File: src/hdl/ihc_pkg.sv
// shared types and constants of the ipv4 header checker
`timescale 1ns / 1ps

package ihc_pkg;

    localparam int HDR_MIN_BYTES = 20;
    localparam logic [3:0] VERSION_IPV4 = 4'd4;
    localparam logic [3:0] VERSION_IPV6 = 4'd6;
    localparam logic [15:0] FLAG_DF = 16'h4000;
    localparam logic [15:0] SUM_GOOD = 16'hFFFF;

    localparam logic [2:0] ST_DELIVER   = 3'd0;
    localparam logic [2:0] ST_RUNT      = 3'd1;
    localparam logic [2:0] ST_IPV6_FWD  = 3'd2;
    localparam logic [2:0] ST_BAD_VER   = 3'd3;
    localparam logic [2:0] ST_OVERLEN   = 3'd4;
    localparam logic [2:0] ST_BOGUS_LEN = 3'd5;
    localparam logic [2:0] ST_CSUM_ERR  = 3'd6;
    localparam logic [2:0] ST_FRAGMENT  = 3'd7;

    localparam logic REG_CSUM_ENABLE = 1'b0;
    localparam logic REG_IPV6_PRESENT = 1'b1;

    localparam int OUT_BITS = 97;
    localparam int OUT_BYTES = (OUT_BITS + 7) / 8;

    typedef struct packed {
        logic [3:0]  version;
        logic [3:0]  header_words;
        logic [15:0] total_length;
        logic [15:0] frag_field;
        logic [7:0]  protocol;
        logic [31:0] src_addr;
        logic [31:0] dst_addr;
        logic [15:0] sum;
        logic [7:0]  high_byte;
    } hdr_t;

    typedef struct packed {
        logic csum_enable;
        logic ipv6_present;
    } cfg_t;

    typedef struct packed {
        logic [2:0]  status;
        logic [7:0]  protocol;
        logic [31:0] src_addr;
        logic [31:0] dst_addr;
        logic [5:0]  header_len;
        logic [15:0] payload_len;
    } verdict_t;

endpackage

File: src/hdl/ihc_apb_regs.sv
// configuration registers behind the apb port
`timescale 1ns / 1ps

module ihc_apb_regs
    import ihc_pkg::*;
(
    input  logic        clk,
    input  logic        rst_n,
    input  logic        psel,
    input  logic        penable,
    input  logic        pwrite,
    input  logic [2:0]  paddr,
    input  logic [31:0] pwdata,
    output logic [31:0] prdata,
    output logic        pready,
    output cfg_t        cfg
);

    cfg_t cfg_reg;
    logic wr_en;

    assign pready = 1'b1;
    assign wr_en = psel && penable && pwrite && pready;
    assign cfg = cfg_reg;

    always_ff @(posedge clk or negedge rst_n)
    begin
        if (!rst_n)
        begin
            cfg_reg.csum_enable <= 1'b1;
            cfg_reg.ipv6_present <= 1'b1;
        end
        else if (wr_en)
        begin
            case (paddr[2])
                REG_CSUM_ENABLE:  cfg_reg.csum_enable <= pwdata[0];
                REG_IPV6_PRESENT: cfg_reg.ipv6_present <= pwdata[0];
                default:          cfg_reg <= cfg_reg;
            endcase
        end
    end

    always_comb
    begin
        case (paddr[2])
            REG_CSUM_ENABLE:  prdata = {31'd0, cfg_reg.csum_enable};
            REG_IPV6_PRESENT: prdata = {31'd0, cfg_reg.ipv6_present};
            default:          prdata = 32'd0;
        endcase
    end

endmodule

File: src/hdl/ihc_parser.sv
// header field capture, byte count and running ones-complement sum
`timescale 1ns / 1ps

module ihc_parser
    import ihc_pkg::*;
#(
    parameter int MAX_FRAME_BYTES = 65535,
    parameter int CNT_W = $clog2(MAX_FRAME_BYTES + 1)
)
(
    input  logic             clk,
    input  logic             rst_n,
    input  logic             take,
    input  logic             last,
    input  logic [7:0]       data_byte,
    output hdr_t             hdr_next,
    output logic [CNT_W-1:0] count_next
);

    hdr_t             hdr_reg;
    logic [CNT_W-1:0] count_reg;
    logic [15:0]      idx;
    logic [16:0]      wide_sum;
    logic             room;

    assign idx = 16'(count_reg);
    assign room = count_reg < CNT_W'(MAX_FRAME_BYTES);
    assign wide_sum = {1'b0, hdr_reg.sum} + {1'b0, hdr_reg.high_byte, data_byte};

    always_comb
    begin
        hdr_next = hdr_reg;
        count_next = count_reg;
        if (room)
        begin
            case (idx) inside
                16'd0:
                begin
                    hdr_next.version = data_byte[7:4];
                    hdr_next.header_words = data_byte[3:0];
                end
                16'd2, 16'd3:   hdr_next.total_length = {hdr_reg.total_length[7:0], data_byte};
                16'd6, 16'd7:   hdr_next.frag_field = {hdr_reg.frag_field[7:0], data_byte};
                16'd9:          hdr_next.protocol = data_byte;
                [16'd12:16'd15]: hdr_next.src_addr = {hdr_reg.src_addr[23:0], data_byte};
                [16'd16:16'd19]: hdr_next.dst_addr = {hdr_reg.dst_addr[23:0], data_byte};
                default:        hdr_next = hdr_reg;
            endcase
            // the first byte already counts against its own header length
            if (idx < {10'd0, hdr_next.header_words, 2'b00})
            begin
                if (!idx[0])
                begin
                    hdr_next.high_byte = data_byte;
                end
                else
                begin
                    hdr_next.sum = wide_sum[15:0] + {15'd0, wide_sum[16]};
                end
            end
            count_next = count_reg + CNT_W'(1);
        end
    end

    always_ff @(posedge clk or negedge rst_n)
    begin
        if (!rst_n)
        begin
            hdr_reg <= '0;
            count_reg <= '0;
        end
        else if (take)
        begin
            if (last)
            begin
                hdr_reg <= '0;
                count_reg <= '0;
            end
            else
            begin
                hdr_reg <= hdr_next;
                count_reg <= count_next;
            end
        end
    end

endmodule

File: src/hdl/ihc_verdict.sv
// verdict logic and result register
`timescale 1ns / 1ps

module ihc_verdict
    import ihc_pkg::*;
#(
    parameter int CNT_W = 16
)
(
    input  logic             clk,
    input  logic             rst_n,
    input  logic             load,
    input  logic             drain,
    input  cfg_t             cfg,
    input  hdr_t             hdr,
    input  logic [CNT_W-1:0] count,
    output logic             valid,
    output verdict_t         result
);

    verdict_t verdict_next;
    verdict_t result_reg;
    logic     valid_reg;
    logic [15:0] captured;
    logic [15:0] hlen16;
    logic [15:0] ip_len;
    logic [5:0]  hlen;
    logic        is_frag;

    assign captured = 16'(count);
    assign hlen = {hdr.header_words, 2'b00};
    assign hlen16 = {10'd0, hlen};
    assign is_frag = (hdr.frag_field != 16'd0) && (hdr.frag_field != FLAG_DF);
    assign ip_len = (!cfg.csum_enable && hdr.total_length <= hlen16) ?
                    captured : hdr.total_length;

    always_comb
    begin
        verdict_next = '0;
        if (captured < 16'(HDR_MIN_BYTES))
        begin
            verdict_next.status = ST_RUNT;
        end
        else if (hdr.version != VERSION_IPV4)
        begin
            verdict_next.status = (hdr.version == VERSION_IPV6 && cfg.ipv6_present) ?
                                  ST_IPV6_FWD : ST_BAD_VER;
        end
        else if (hdr.total_length > captured)
        begin
            verdict_next.status = ST_OVERLEN;
        end
        else if (cfg.csum_enable && hdr.total_length <= hlen16)
        begin
            verdict_next.status = ST_BOGUS_LEN;
        end
        else if (cfg.csum_enable && hdr.sum != SUM_GOOD)
        begin
            verdict_next.status = ST_CSUM_ERR;
        end
        else if (is_frag)
        begin
            verdict_next.status = ST_FRAGMENT;
        end
        else
        begin
            verdict_next.status = ST_DELIVER;
            verdict_next.protocol = hdr.protocol;
            verdict_next.src_addr = hdr.src_addr;
            verdict_next.dst_addr = hdr.dst_addr;
            verdict_next.header_len = hlen;
            verdict_next.payload_len = (ip_len > hlen16) ? (ip_len - hlen16) : 16'd0;
        end
    end

    always_ff @(posedge clk or negedge rst_n)
    begin
        if (!rst_n)
        begin
            valid_reg <= 1'b0;
        end
        else if (load)
        begin
            valid_reg <= 1'b1;
        end
        else if (drain)
        begin
            valid_reg <= 1'b0;
        end
    end

    always_ff @(posedge clk or negedge rst_n)
    begin
        if (!rst_n)
        begin
            result_reg <= '0;
        end
        else if (load)
        begin
            result_reg <= verdict_next;
        end
    end

    assign valid = valid_reg;
    assign result = result_reg;

endmodule

File: src/hdl/ipv4_header_checker_top.sv
// top level of the ipv4 header checker
`timescale 1ns / 1ps

// Takes a captured packet one byte per transfer on the slave stream, header first, with
// s_tlast on the final byte, and gives one verdict transfer per packet on the master stream.
// Header fields, the byte count and the checksum are updated as each byte is taken, and
// the last byte's verdict is decided in the same cycle into the result register, so bytes
// flow at one per cycle when not stalled and the next packet may follow at once. The slave
// side only stalls while a verdict waits in the result register and m_tready is low. Bytes
// beyond MAX_FRAME_BYTES are ignored apart from s_tlast. Configuration is taken over the apb
// port: register 0 at address 0 enables the bogus length and checksum checks, register 1 at address 4
// marks an ipv6 handler as present; both reset to 1.

module ipv4_header_checker_top
    import ihc_pkg::*;
#(
    parameter int MAX_FRAME_BYTES = 65535
)
(
    input  logic                    clk,
    input  logic                    rst_n,
    input  logic                    s_tvalid,
    output logic                    s_tready,
    input  logic [7:0]              s_tdata,   // data_byte
    input  logic                    s_tlast,
    output logic                    m_tvalid,
    input  logic                    m_tready,
    output logic [OUT_BYTES*8-1:0]  m_tdata,   // status, protocol, src_addr, dst_addr,
                                               // header_len, payload_len
    input  logic                    psel,
    input  logic                    penable,
    input  logic                    pwrite,
    input  logic [2:0]              paddr,
    input  logic [31:0]             pwdata,
    output logic [31:0]             prdata,
    output logic                    pready
);

    localparam int CNT_W = $clog2(MAX_FRAME_BYTES + 1);

    cfg_t             cfg;
    hdr_t             hdr_next;
    logic [CNT_W-1:0] count_next;
    verdict_t         result;
    logic             take;
    logic             drain;

    assign drain = m_tvalid && m_tready;
    assign s_tready = !m_tvalid || m_tready;
    assign take = s_tvalid && s_tready;

    ihc_apb_regs u_regs
    (
        .clk     (clk),
        .rst_n   (rst_n),
        .psel    (psel),
        .penable (penable),
        .pwrite  (pwrite),
        .paddr   (paddr),
        .pwdata  (pwdata),
        .prdata  (prdata),
        .pready  (pready),
        .cfg     (cfg)
    );

    ihc_parser #(
        .MAX_FRAME_BYTES (MAX_FRAME_BYTES),
        .CNT_W           (CNT_W)
    ) u_parser
    (
        .clk        (clk),
        .rst_n      (rst_n),
        .take       (take),
        .last       (s_tlast),
        .data_byte  (s_tdata),
        .hdr_next   (hdr_next),
        .count_next (count_next)
    );

    ihc_verdict #(
        .CNT_W (CNT_W)
    ) u_verdict
    (
        .clk    (clk),
        .rst_n  (rst_n),
        .load   (take && s_tlast),
        .drain  (drain),
        .cfg    (cfg),
        .hdr    (hdr_next),
        .count  (count_next),
        .valid  (m_tvalid),
        .result (result)
    );

    assign m_tdata = {(OUT_BYTES * 8 - OUT_BITS)'(0), result.payload_len, result.header_len,
                      result.dst_addr, result.src_addr, result.protocol, result.status};

endmodule

File: config.mk
export PLATFORM = sky130hd
export DESIGN_NAME = ipv4_header_checker_top
export DESIGN_NICKNAME = d
export VERILOG_FILES = /design/src/hdl/ihc_pkg.sv /design/src/hdl/ihc_apb_regs.sv /design/src/hdl/ihc_parser.sv /design/src/hdl/ihc_verdict.sv /design/src/hdl/ipv4_header_checker_top.sv
export SDC_FILE = /design/constraint.sdc
export NUM_CORES = 1
export LEC_CHECK = 0
export BUFFER_PORTS_ARGS = -buffer_cell sky130_fd_sc_hd__buf_2
export CAP_MARGIN = 20
export CORE_MARGIN = 4
export CORE_UTILIZATION = 49
export DETAILED_ROUTE_END_ITERATION = 8
export GPL_TIMING_DRIVEN = 0
export PLACE_DENSITY_LB_ADDON = 0.15
export SYNTH_ARGS = -nofsm -noshare
export SYNTH_HDL_FRONTEND = slang
export SYNTH_SLANG_ARGS = --single-unit
File: constraint.sdc
create_clock -name clk -period 7.2 [get_ports clk]
set_input_delay 0 -clock clk [delete_from_list [all_inputs] [get_ports clk]]
set_output_delay 0 -clock clk [all_outputs]
set_load 0.02 [all_outputs]
# == Word-level counts from Yosys, hierarchy flattened ==
# Cells that the tools add are included.
# word_totals
romBits,0
mem_bits_rw,0
register_bits,252
latch_bits,0
memories,0
# classes
n_mul,0
n_addsub,4
shift,0
magnitude_cmp,10
n_bitwise,1
div,0
reduce_logical,25
n_mux,47
n_eq_ne,10
# op_table
operator,n
$mux 94,6
$mux 32,11
$mux 136,2
$mux 16,10
$pmux 32 s2,1
$mux 8,7
$eq 16x2->1 const B,2
$eq 16x3->1 const B,2
$mux 24,1
$mux 3,6
$add 16x16->17,1
$add 16x1->16,1
$add 16x1->16 const B,1
$eq 16x4->1 const B,1
$ge 16x4->1 const B,1
$ge 16x5->1 const B,1
$gt 16x16->1,1
$gt 16x6->1,1
$le 16x4->1 const B,1
$le 16x5->1 const B,1
$le 16x6->1,1
$logic_not 16->1,1
$lt 16x16->1 const B,1
$lt 16x5->1 const B,1
17 further kinds,35

# == Depth between registers and ports, before layout ==
# Gate-level depths: netlist of run 1.
# depth
ltp_word,20
depth_mapped,29
ltp_nobuf,26

# == Hierarchy ==
# From an unflattened synthesis of run 1, not the netlist that was laid out.
# unflattened
cells_unflattened,1277
hier_area_um2,13944.6
# by_module_without_submodules
module,area_per_inst_um2,cells_per_inst,instances
ihc_parser,8730.9,805,1
ihc_verdict,4775.8,419,1
ihc_apb_regs,349.1,41,1
ipv4_header_checker_top,88.8,12,1

# == Worst setup path after synthesis of run 1 ==
# No wires, ideal clock.
# synth_path
path_kind,reg-to-reg
from,register u_parser.count_reg[11]
to,register u_verdict.result_reg (netlist bit u_verdict.result[14])
synth_period_minus_slack_ns,6.228
setup_time_ns,0.122
required_ns,7.078
n_path_buf,4
t_arrival_ns,6.106
setup_slack_ns,0.972
path_stages_with_launch,28
cell_sequence,dfrtp_1 -> clkbuf_1 -> nor4_1 -> nand4_1 -> nor2_1 -> buf_1 -> buf_2 -> mux2i_1 -> inv_1 -> ha_1 -> nand4_1 -> a2111oi_0 -> a221oi_1 -> nor2_1 -> clkbuf_1 -> nand2_1 -> o21ai_0 -> ha_1 -> inv_1 -> fa_1 -> a21o_1 -> a21o_1 -> a2111oi_0 -> a21oi_1 -> or2_2 -> o311ai_0 -> o221a_2 -> o31ai_2
# synth_via
elab_chain_len,16
word_cells_on_any_way,41
cone_classes,add/sub: 2; order compare: 6; eq/ne: 7; mux: 18; reduce/logical: 8
# synth_lines
item,line_no,rtl
start: declaration,ihc_parser.sv:21,logic [CNT_W-1:0] count_reg;
start signal: assignment,ihc_parser.sv:82,count_reg <= count_next;
branches (longest 15 deep; another with $lt 16x16->1),-,
$mux 94 *,ihc_verdict.sv:40,if (captured < 16'(HDR_MIN_BYTES))
end signal: assignment,ihc_verdict.sv:100,result_reg <= verdict_next;
end: declaration,ihc_verdict.sv:22,verdict_t result_reg;
# Every way passes the cells marked *. The select of a mux whose other input is x is not followed.
# A chain may end at the register's enable or synchronous reset.

# == Worst setup path in the final report of run 1 ==
# Same ends and word-level chain as after synthesis.

==> run_results.csv, run 1 <==
group,metric,value,unit
outcome,status,"complete, no violations",
critical_path,startpoint,"u_parser.count_reg[11]",
grt,antenna_found_initial,2,
critical_path,critPathRequiredTime,7.63,ns
critical_path,crit_path_end_kind,"register",
power,vdd_drop_max,0.149,mV
route,drc_errors,0,
min_path,hp-class,"input pin to register",
timing,tightest_slew,0.983,ns
timing,fin_hold_ws,0.0433,ns
logic_synthesis,syn_avg_cell_area,9.46,µm²
floorplanning,fp-row-count,63,
timing,min_period_over_period,93.9,%
cells_and_area,fin_nets,1848,
cells_and_area,layout_commonest_cell,"dfrtp_1",
clock_tree,root_buffer,"clkbuf_16",
timing,hold_viol,0,
clock_tree,clock_latency,0.55,ns
cells_and_area,largest_reg_flops,135,
route,via_per_inst,5.97,
route,vias,12900,
cells_and_area,fillers,2638,
critical_path,crit_path_top_delay_cell,"nor4_4",
logic_synthesis,synth_top_flop_cell,"dfrtp_1",
route,dr.pass1.iters,5,
clock_tree,cts-htree-levels,1,
grt,grt_pass1_vias,12500,
power,clkPwrFrac,33.5,%
clock_tree,cts_buffer_depth,3,
critical_path,worstRegToRegCells,28,
critical_path,crit_fanout,10,
logic_synthesis,yosysSeqAreaShare,42.6,%
critical_path,worstPathArrival,7.19,ns
clock_tree,numCtsBuffers,28,
cells_and_area,most-common-layout-cells,"246 x dfrtp_1, 187 x nand2_1, 148 x o21ai_0",
floorplanning,die_w,181,µm
placement,gp_congestion,0.988,
logic_synthesis,yosys_warnings,0,
logic_synthesis,synthCells,1547,
power,switching_share,36.6,%
timing,fin_crit,6.76,ns
route,drtIter0Drc,1030,
logic_synthesis,ys_ff_latch,249,
logic_synthesis,synth-async-reset-ratio,100,%
route,routedWlPerCell,20.1,µm
cells_and_area,diodes,0,
cells_and_area,final_cells,2157,
critical_path,reg2reg_from,"u_parser.count_reg[11]",
timing,drv_slew,0,
floorplanning,ios,190,
power,powerDensity,272,mW/mm²
power,seqPwrFrac,32.6,%
critical_path,r2r_slack,0.44,ns
placement,dpl.hpwl,31700,µm
floorplanning,die_area,0.0327,mm²
grt,grt_pass1_wl,69100,µm
floorplanning,core,0.0296,mm²
critical_path,crit_type,"register to register",
critical_path,cpPeakStageDelay,0.40,ns
job,max_cap_viol_count,0,
power,p_leak,8.42,nW
critical_path,startpoint_type,"register",
clock_tree,cts.sinks,249,
power,switchingPower,1.71,mW
timing,fmax,0.148,GHz
placement,port_buffers,115,
cells_and_area,syn2layout_area_growth,17.4,%
cells_and_area,drive_above_1_share,14.5,%
critical_path,endpoint,"u_verdict.result[14]",
grt,grt_remaining_overflow,0,
power,comb_power_share,34.0,%
floorplanning,initial_core_util,49.5,%
floorplanning,fp.dieH,181,µm
placement,dp.cells,2093,
logic_synthesis,syn-cell-area,0.0146,mm²
cells_and_area,post-route-util,58.1,%
route,postRouteWirelength,43400,µm
clock_tree,tritoncts,"built",
logic_synthesis,synth_edf_count,0,
grt,grt_start_max_net_pins,99,
timing,setup_viol,0,
timing,clock_skew,0.0324,ns
power,p_int,2.96,mW
route,ant_nets,0,
critical_path,r2r_end,"u_verdict.result[14]",
grt,globalRouteTotalUtil,25.7,%
timing,slew_headroom,34.5,%
clock_tree,clk_pin_slew,0.06,ns
logic_synthesis,ys_types,82,
==> worst max-delay path, delay by kind of cell, from the launching register on <==
family	cells	cell delay, ns
AO/OA/AOI/OAI	11	2.14
adder cells (fa/ha/maj)	3	0.93
buffers and inverters	6	1.17
flip-flops	1	0.36
multiplexers	1	0.35
AND/OR/NAND/NOR	7	1.67
==> final cells by class <==
class | count | area [µm²] | area share, %
inverter | 39 | 146 | 0.852
tap | 390 | 488 | 2.84
clock inverter | 12 | 191 | 1.11
multi-input combinational | 1149 | 7780 | 45.3
clock buffer | 40 | 827 | 4.82
buffer | 148 | 744 | 4.33
sequential | 249 | 6230 | 36.3
timing repair buffer | 130 | 766 | 4.46
==> cells in the mapped netlist (11+ instances only) <==
library cell | n | share of area [%]
o21ai_0 | 149 | 5.1
a22o_1 | 106 | 6.3
inv_1 | 39 | 1.0
xor2_1 | 12 | 0.72
o21ai_1 | 19 | 0.65
nor4_1 | 13 | 0.56
mux2i_1 | 101 | 6.9
nand4_1 | 23 | 0.98
nand2_1 | 187 | 4.8
nand3_1 | 38 | 1.3
buf_4 | 41 | 2.1
ha_1 | 50 | 4.3
and3_1 | 12 | 0.51
o21a_1 | 11 | 0.56
dfrtp_1 | 247 | 42
or4_1 | 78 | 4.0
a21o_1 | 20 | 1.0
nor2_1 | 56 | 1.4
nor3_1 | 30 | 1.0
a21oi_1 | 39 | 1.3
o31ai_1 | 12 | 0.62
clkbuf_1 | 97 | 2.5
xnor2_1 | 27 | 1.6
==> repair_timing <==
item	4_1_cts	5_1_grt
gates resized for setup	10	18
setup endpoints to repair	16	16
hold buffers	11	0
pin swaps	0	3
hold endpoints to repair	158	0
buffers inserted	0	2
gates cloned	0	0
==> metal layers <==
metal | GRT usage (%) | vias up | part of all wire [%]
met2 | 40.5 | 470 | 45
met4 | 7.92 | 4 | 3.0
met5 | 0 | - | 0.051
li1 | - | 6042 | -
met1 | 36.3 | 6265 | 44
met3 | 4.55 | 96 | 7.6
==> logic make-up after synthesis <==
kind of cell,share of synthesized area (%)
simple gates,17.1
fa+ha+maj,4.55
flops,42.6
compound gates,19.8
buf+inv,6.04
mux,7.37
xor+xnor,2.45
other cells,0.0513
==> per-stage QoR <==
step | cell area (µm²) | setup slack (ns) | total power [mW] | setup TNS, ns
2_1_floorplan | 14800 | 0.972 | 2.62 | 0
3_3_place_gp | 15800 | -0.668 | 3.03 | -6.21
3_5_place_dp | 15900 | -0.770 | 3.06 | -7.84
4_1_cts | 17100 | 0.0181 | 4.64 | 0
5_1_grt | 17200 | -0.0156 | 4.94 | -0.0156
6_report | 17200 | 0.439 | 4.68 | 0
==> power groups by stage <==
| stage | registers (mW) | clock network [mW] | logic [mW] |
|---|---|---|---|
| 2_1_floorplan | 1.52 | 0 | 1.10 |
| 3_3_place_gp | 1.54 | 0 | 1.49 |
| 3_5_place_dp | 1.54 | 0 | 1.52 |
| 5_1_grt | 1.53 | 1.65 | 1.76 |
| 4_1_cts | 1.52 | 1.58 | 1.54 |
| 6_report | 1.52 | 1.57 | 1.59 |
==> worst min-delay path by stage <==
| stage | from | to | slack [ns] | cells past startpoint |
|---|---|---|---|---|
| 2_1_floorplan | rst_n | u_parser.count_reg[0] | -0.30 | 0 |
| 3_3_place_gp | pwdata[0] | u_regs.cfg[0] | 0.27 | 2 |
| 3_5_place_dp | rst_n | u_verdict.result[44] | -0.05 | 1 |
| 4_1_cts | s_tdata[0] | u_parser.hdr_reg[8] | 0.002 | 4 |
| 5_1_grt | s_tdata[7] | u_parser.hdr_reg[119] | 0.08 | 3 |
| 6_report | s_tdata[0] | u_parser.hdr_reg[8] | 0.04 | 4 |
Power figures use the tool's default switching activity.
==> run 2: changes to the inputs <==
- BUFFER_PORTS_ARGS: -buffer_cell sky130_fd_sc_hd__buf_2 -> -buffer_cell sky130_fd_sc_hd__clkbuf_2
==> run 2 against run 1 <==
Sequential share of layout area barely moved. Worst setup slack got worse by 0.12 ns. Power rose by 0.62%. Largest cell class unchanged.
==> run_results.csv, run 2 (synthesized netlist as in run 1, its figures left out) <==
group,metric,value,unit
clock_tree,clock_latency,0.55,ns
cells_and_area,fin_nets,1846,
route,drtIter0Drc,985,
grt,grt_remaining_overflow,0,
clock_tree,cts.sinks,249,
timing,slew_headroom,36.5,%
floorplanning,die_area,0.0327,mm²
timing,fin_ws,0.323,ns
route,drc_errors,0,
route,routedWlPerCell,20.0,µm
placement,dpl.hpwl,31700,µm
route,vias,12800,
timing,hold_viol,0,
critical_path,crit_path_end_kind,"register",
power,comb_power_share,34.0,%
cells_and_area,final_cells,2153,
critical_path,worstRegToRegCells,24,
critical_path,crit_path_top_delay_cell,"mux2i_1",
placement,port_buffers,115,
grt,globalRouteTotalUtil,25.6,%
grt,antenna_found_initial,0,
grt,grt_pass1_wl,68500,µm
power,p_int,2.98,mW
cells_and_area,drive_above_1_share,14.5,%
critical_path,startpoint,"u_parser.count_reg[11]",
critical_path,cpPeakStageDelay,0.49,ns
critical_path,r2r_end,"u_verdict.result[14]",
critical_path,reg2reg_from,"u_parser.count_reg[11]",
route,postRouteWirelength,43100,µm
placement,pre_cts_ws,-0.823,ns
power,finalPower,4.71,mW
critical_path,r2r_slack,0.32,ns
power,seqPwrFrac,32.3,%
cells_and_area,most-common-layout-cells,"246 x dfrtp_1, 187 x nand2_1, 148 x o21ai_0",
clock_tree,tritoncts,"built",
clock_tree,clk_pin_slew,0.06,ns
timing,fin_crit,6.88,ns
outcome,status,"complete, no violations",
critical_path,endpoint,"u_verdict.result[14]",
grt,grt_pass1_vias,12300,
timing,tightest_slew,0.952,ns
timing,drv_slew,0,
cells_and_area,fillers,2650,
cells_and_area,largest_reg_flops,135,
timing,fmax,0.145,GHz
timing,fin_hold_ws,0.0292,ns
route,dr.pass1.iters,7,
route,ant_nets,0,
power,powerDensity,274,mW/mm²
power,vdd_drop_max,0.193,mV
placement,gp_congestion,0.933,
timing,rsz0062_at_grt,"no",
critical_path,path_cells,"clkbuf_1, nor4_4, nand4_1, nor2_2, clkbuf_4, buf_4, mux2i_1, ha_1, nand4_1, buf_4, nor3_4, a221o_1, nand2_1, clkbuf_1, mux2i_1, ha_1, a21o_1, a21o_1, a2111oi_0, a21oi_1, or2_2, o311ai_0, o221a_2, o31ai_2",
power,switchingPower,1.72,mW
grt,grt_start_max_net_pins,112,
cells_and_area,post-route-util,58.1,%
floorplanning,initial_core_util,49.5,%
critical_path,crit_type,"register to register",
floorplanning,fp.dieH,181,µm
critical_path,critPathRequiredTime,7.62,ns
power,clkPwrFrac,33.6,%
clock_tree,cts-htree-levels,1,
clock_tree,cts_buffer_depth,3,
floorplanning,fp-row-count,63,
job,max_cap_viol_count,0,
cells_and_area,layout_commonest_cell,"dfrtp_1",
power,switching_share,36.6,%
clock_tree,root_buffer,"clkbuf_16",
cells_and_area,diodes,0,
cells_and_area,syn2layout_area_growth,17.3,%
floorplanning,ios,190,
floorplanning,die_w,181,µm
min_path,hp-class,"input pin to async pin",
critical_path,worstPathArrival,7.30,ns
route,via_per_inst,5.93,
critical_path,crit_fanout,10,
timing,setup_viol,0,
placement,dp.cells,2093,
timing,min_period_over_period,95.5,%
power,p_leak,8.32,nW
critical_path,startpoint_type,"register",
clock_tree,numCtsBuffers,28,
timing,clock_skew,0.0231,ns
floorplanning,core,0.0296,mm²
-- run 2: how the worst min path moves through the flow --
stage	from	to	slack, ns	cells past startpoint
2_1_floorplan	rst_n	u_parser.count_reg[0]	-0.30	0
3_3_place_gp	pwdata[0]	u_regs.cfg[0]	0.27	2
3_5_place_dp	rst_n	u_verdict.result[47]	0.05	1
4_1_cts	s_tdata[1]	u_parser.hdr_reg[129]	0.02	3
5_1_grt	rst_n	u_parser.hdr_reg[49]	0.07	2
6_report	rst_n	u_verdict.result[47]	0.03	2
-- run 2: what timing repair did --
item                                    4_1_cts  5_1_grt
gates cloned                                  0        0
setup buffers                                 0        2
hold buffers                                  8        0
endpoints found under the setup margin       16       14
pin swaps                                     0        2
hold endpoints to repair                    100        0
gates resized for setup                      12       16
-- run 2: final cells by class --
cell class	instances	area (µm²)	share of cell area, %
clock buffers	41	851	4.96
flip-flops and latches	249	6230	36.3
repair buffers	127	734	4.28
inverters	39	146	0.853
multi-input cells	1149	7790	45.3
plain buffers	149	748	4.36
well taps	390	488	2.84
clock inverters	9	181	1.06
-- run 2: power by group through the flow --
stage	logic (mW)	clock network, mW	registers (mW)
floorplan	1.10	0	1.52
CTS	1.55	1.60	1.52
finish	1.60	1.58	1.52
global placement	1.50	0	1.54
detailed placement	1.53	0	1.54
global route	1.76	1.67	1.53
-- run 2: stage by stage --
| stage | TNS, ns | instance area, µm² |
|---|---|---|
| CTS | 0 | 17100 |
| global placement | -7.19 | 15800 |
| detailed placement | -7.70 | 15900 |
| floorplan | 0 | 14800 |
| global route | 0 | 17200 |
| finish | 0 | 17200 |
-- run 2: routing by layer --
metal  routed length, µm  part of all wire [%]  up-vias  global-route usage, %
met5                   0                     0        -                      0
met3                3350                   7.8       76                   4.49
met4                 936                   2.2        0                   5.99
li1                    -                     -     6041                      -
met1               19100                    44     6166                   36.8
met2               19600                    46      493                   40.7
-- run 2: worst max-delay path, delay by kind of cell, from the launching register on --
| kind | cells | cell delay [ns] |
|---|---|---|
| compound gates | 8 | 2.00 |
| mux | 2 | 0.82 |
| simple gates | 7 | 1.50 |
| fa+ha+maj | 2 | 0.61 |
| buf+inv | 5 | 1.43 |
| flops | 1 | 0.36 |
==> run 3: changes to the inputs <==
- BUFFER_PORTS_ARGS: -buffer_cell sky130_fd_sc_hd__clkbuf_2 -> unset
- CORE_UTILIZATION: 49 -> 23
- DONT_BUFFER_PORTS: unset -> 1
- SETUP_SLACK_MARGIN: unset -> 0.2
==> run 3 against run 2 <==
Clock power increased by 7%. Die area increased by 110%. Via count decreased by 4.2%. First-iteration DRC count decreased by 23%. Sequential power about the same. Combinational power about the same. Worst setup slack improved by 0.33 ns. Cell area increased by 0.64%. Critical path depth increased by 1. Power increased by 2.8%. Sequential share of layout area decreased by 0.23 points. Largest power group is now clock.
==> run_results.csv, run 3 (synthesized netlist as in run 1, its figures left out) <==
group,metric,value,unit
outcome,status,"complete, no violations",
timing,hold_viol,0,
power,p_leak,7.86,nW
clock_tree,clk_pin_slew,0.06,ns
power,powerDensity,280,mW/mm²
clock_tree,cts-htree-levels,2,
timing,slew_headroom,35.2,%
route,drc_errors,0,
clock_tree,root_buffer,"clkbuf_16",
cells_and_area,drive_above_1_share,9.07,%
cells_and_area,diodes,0,
grt,grt_pass1_vias,12200,
cells_and_area,fin_area,0.0173,mm²
cells_and_area,fin_nets,1744,
critical_path,crit_type,"register to register",
grt,globalRouteTotalUtil,15.2,%
job,max_cap_viol_count,0,
timing,fmax,0.153,GHz
clock_tree,cts_buffer_depth,3,
critical_path,critPathRequiredTime,7.61,ns
power,vdd_drop_max,0.110,mV
cells_and_area,fillers,6844,
floorplanning,ios,190,
floorplanning,die_w,260,µm
cells_and_area,syn2layout_area_growth,18.1,%
timing,drv_slew,0,
grt,grt_start_max_net_pins,250,
timing,setup_tns,0,ns
cells_and_area,most-common-layout-cells,"246 x dfrtp_1, 187 x nand2_1, 148 x o21ai_0",
floorplanning,core,0.0631,mm²
timing,fin_ws,0.654,ns
critical_path,startpoint_type,"register",
placement,port_buffers,0,
floorplanning,die_area,0.0677,mm²
route,postRouteWirelength,52500,µm
critical_path,crit_path_end_kind,"register",
timing,setup_viol,0,
clock_tree,tritoncts,"built",
timing,tightest_slew,0.972,ns
clock_tree,numCtsBuffers,34,
min_path,hp-class,"input pin to register",
timing,clock_skew,0.0268,ns
floorplanning,initial_core_util,23.2,%
route,vias,12200,
placement,dp.cells,2432,
critical_path,worstPathArrival,6.96,ns
grt,antenna_found_initial,1,
route,dr.pass1.iters,5,
grt,grt_remaining_overflow,0,
cells_and_area,largest_reg_flops,135,
cells_and_area,multi_input_area,0.00777,mm²
timing,min_period_over_period,90.9,%
critical_path,crit_fanout,10,
clock_tree,cts.sinks,249,
timing,rsz0062_at_grt,"no",
placement,gp_congestion,0.859,
clock_tree,clock_latency,0.55,ns
route,ant_nets,0,
route,routedWlPerCell,20.9,µm
cells_and_area,regArea,0.00623,mm²
cells_and_area,post-route-util,27.4,%
placement,placed_area,0.0158,mm²
floorplanning,fp.dieH,260,µm
cells_and_area,layout_commonest_cell,"dfrtp_1",
placement,dpl.hpwl,38000,µm
timing,fin_crit,6.55,ns
floorplanning,fp-row-count,92,
route,via_per_inst,4.87,
cells_and_area,final_cells,2511,
grt,grt_pass1_wl,79100,µm
placement,pre_cts_ws,-0.704,ns
route,drtIter0Drc,755,
==> run 3: cell types whose count changed in the layout (fill, tap and decap cells not counted), moves of 2 or more <==
| cell | previous run | this run |
|---|---|---|
| mux2i_4 | 3 | 0 |
| mux2i_2 | 0 | 3 |
| clkinv_2 | 0 | 3 |
| a2111oi_1 | 0 | 2 |
| clkinv_4 | 0 | 2 |
| clkbuf_16 | 29 | 35 |
| clkbuf_2 | 114 | 2 |
| nor2_2 | 2 | 0 |
| dlygate4sd3_1 | 8 | 14 |
| bufinv_16 | 5 | 1 |
| nor2_4 | 0 | 2 |
| clkbuf_8 | 9 | 6 |
| a2111oi_0 | 5 | 3 |
==> run 3: path summary, 6_finish.rpt <==
check | slack [ns] | from | endpoint | cells after the start
max | 0.65 | u_parser.count_reg[11] | u_verdict.result[14] | 25
min | 0.03 | s_tdata[7] | u_parser.hdr_reg[7] | 3
max reg2reg | 0.65 | u_parser.count_reg[11] | u_verdict.result[14] | 25
min reg2reg | 0.50 | u_parser.hdr_reg[5] | u_parser.hdr_reg[5] | 2
max in group asynchronous | 5.85 | rst_n | u_parser.hdr_reg[55] | 3
min in group asynchronous | 0.16 | rst_n | u_verdict.result[52] | 2
==> run 3: area by class of cell <==
type / instances / share of cell area, %
Multi-Input combinational cell: 1149 / 45.0
Sequential cell: 249 / 36.1
Tap cell: 846 / 6.13
Clock buffer: 48 / 5.70
Buffer: 149 / 4.37
Timing Repair Buffer: 19 / 1.26
Inverter: 39 / 0.847
Clock inverter: 12 / 0.637
==> run 3: power breakdown <==
group          total, mW  switching, mW  internal, mW
clock network       1.69          0.695         0.995
registers           1.53         0.0687          1.46
logic               1.62           1.09         0.530
==> run 3: stage by stage <==
| stage | total power [mW] | hold WS (ns) |
|---|---|---|
| floorplan | 2.62 | -0.296 |
| global placement | 3.07 | -0.271 |
| detailed placement | 3.09 | -0.271 |
| CTS | 4.87 | 0.0260 |
| global route | 5.13 | 0.0223 |
| finish | 4.84 | 0.0329 |
==> run 3: timing repair <==
action / 4_1_cts / 5_1_grt
endpoints found under the hold margin: 262 / 0
hold buffers: 15 / 0
buffers inserted: 0 / 3
gates resized for setup: 11 / 23
pin swaps: 0 / 4
setup endpoints to repair: 35 / 82
==> run 3: critical path: stages, from the launching register on <==
cell,delay (ns)
dfrtp_1,0.35
clkbuf_1,0.20
nor4_4,0.36
nand4_1,0.28
nor2_4,0.23
buf_4,0.24
buf_6,0.22
mux2i_2,0.28
inv_1,0.11
ha_1,0.32
nor2b_1,0.13
o21a_1,0.16
o21ai_1,0.28
a221o_1,0.42
nand2_1,0.12
clkbuf_2,0.27
mux2i_1,0.27
ha_1,0.28
a21o_1,0.19
a21o_1,0.23
a2111oi_1,0.28
a21oi_1,0.16
or2_2,0.36
o311ai_0,0.31
o221a_2,0.28
o31ai_2,0.07
==> run 3: routing by layer <==
metal | part of all wire [%] | wire, µm | track usage (%)
met1 | 47 | 24900 | 21.1
met2 | 45 | 23700 | 23.9
met3 | 5.4 | 2850 | 3.48
met4 | 2.0 | 1030 | 3.55
met5 | 0 | 0 | 0
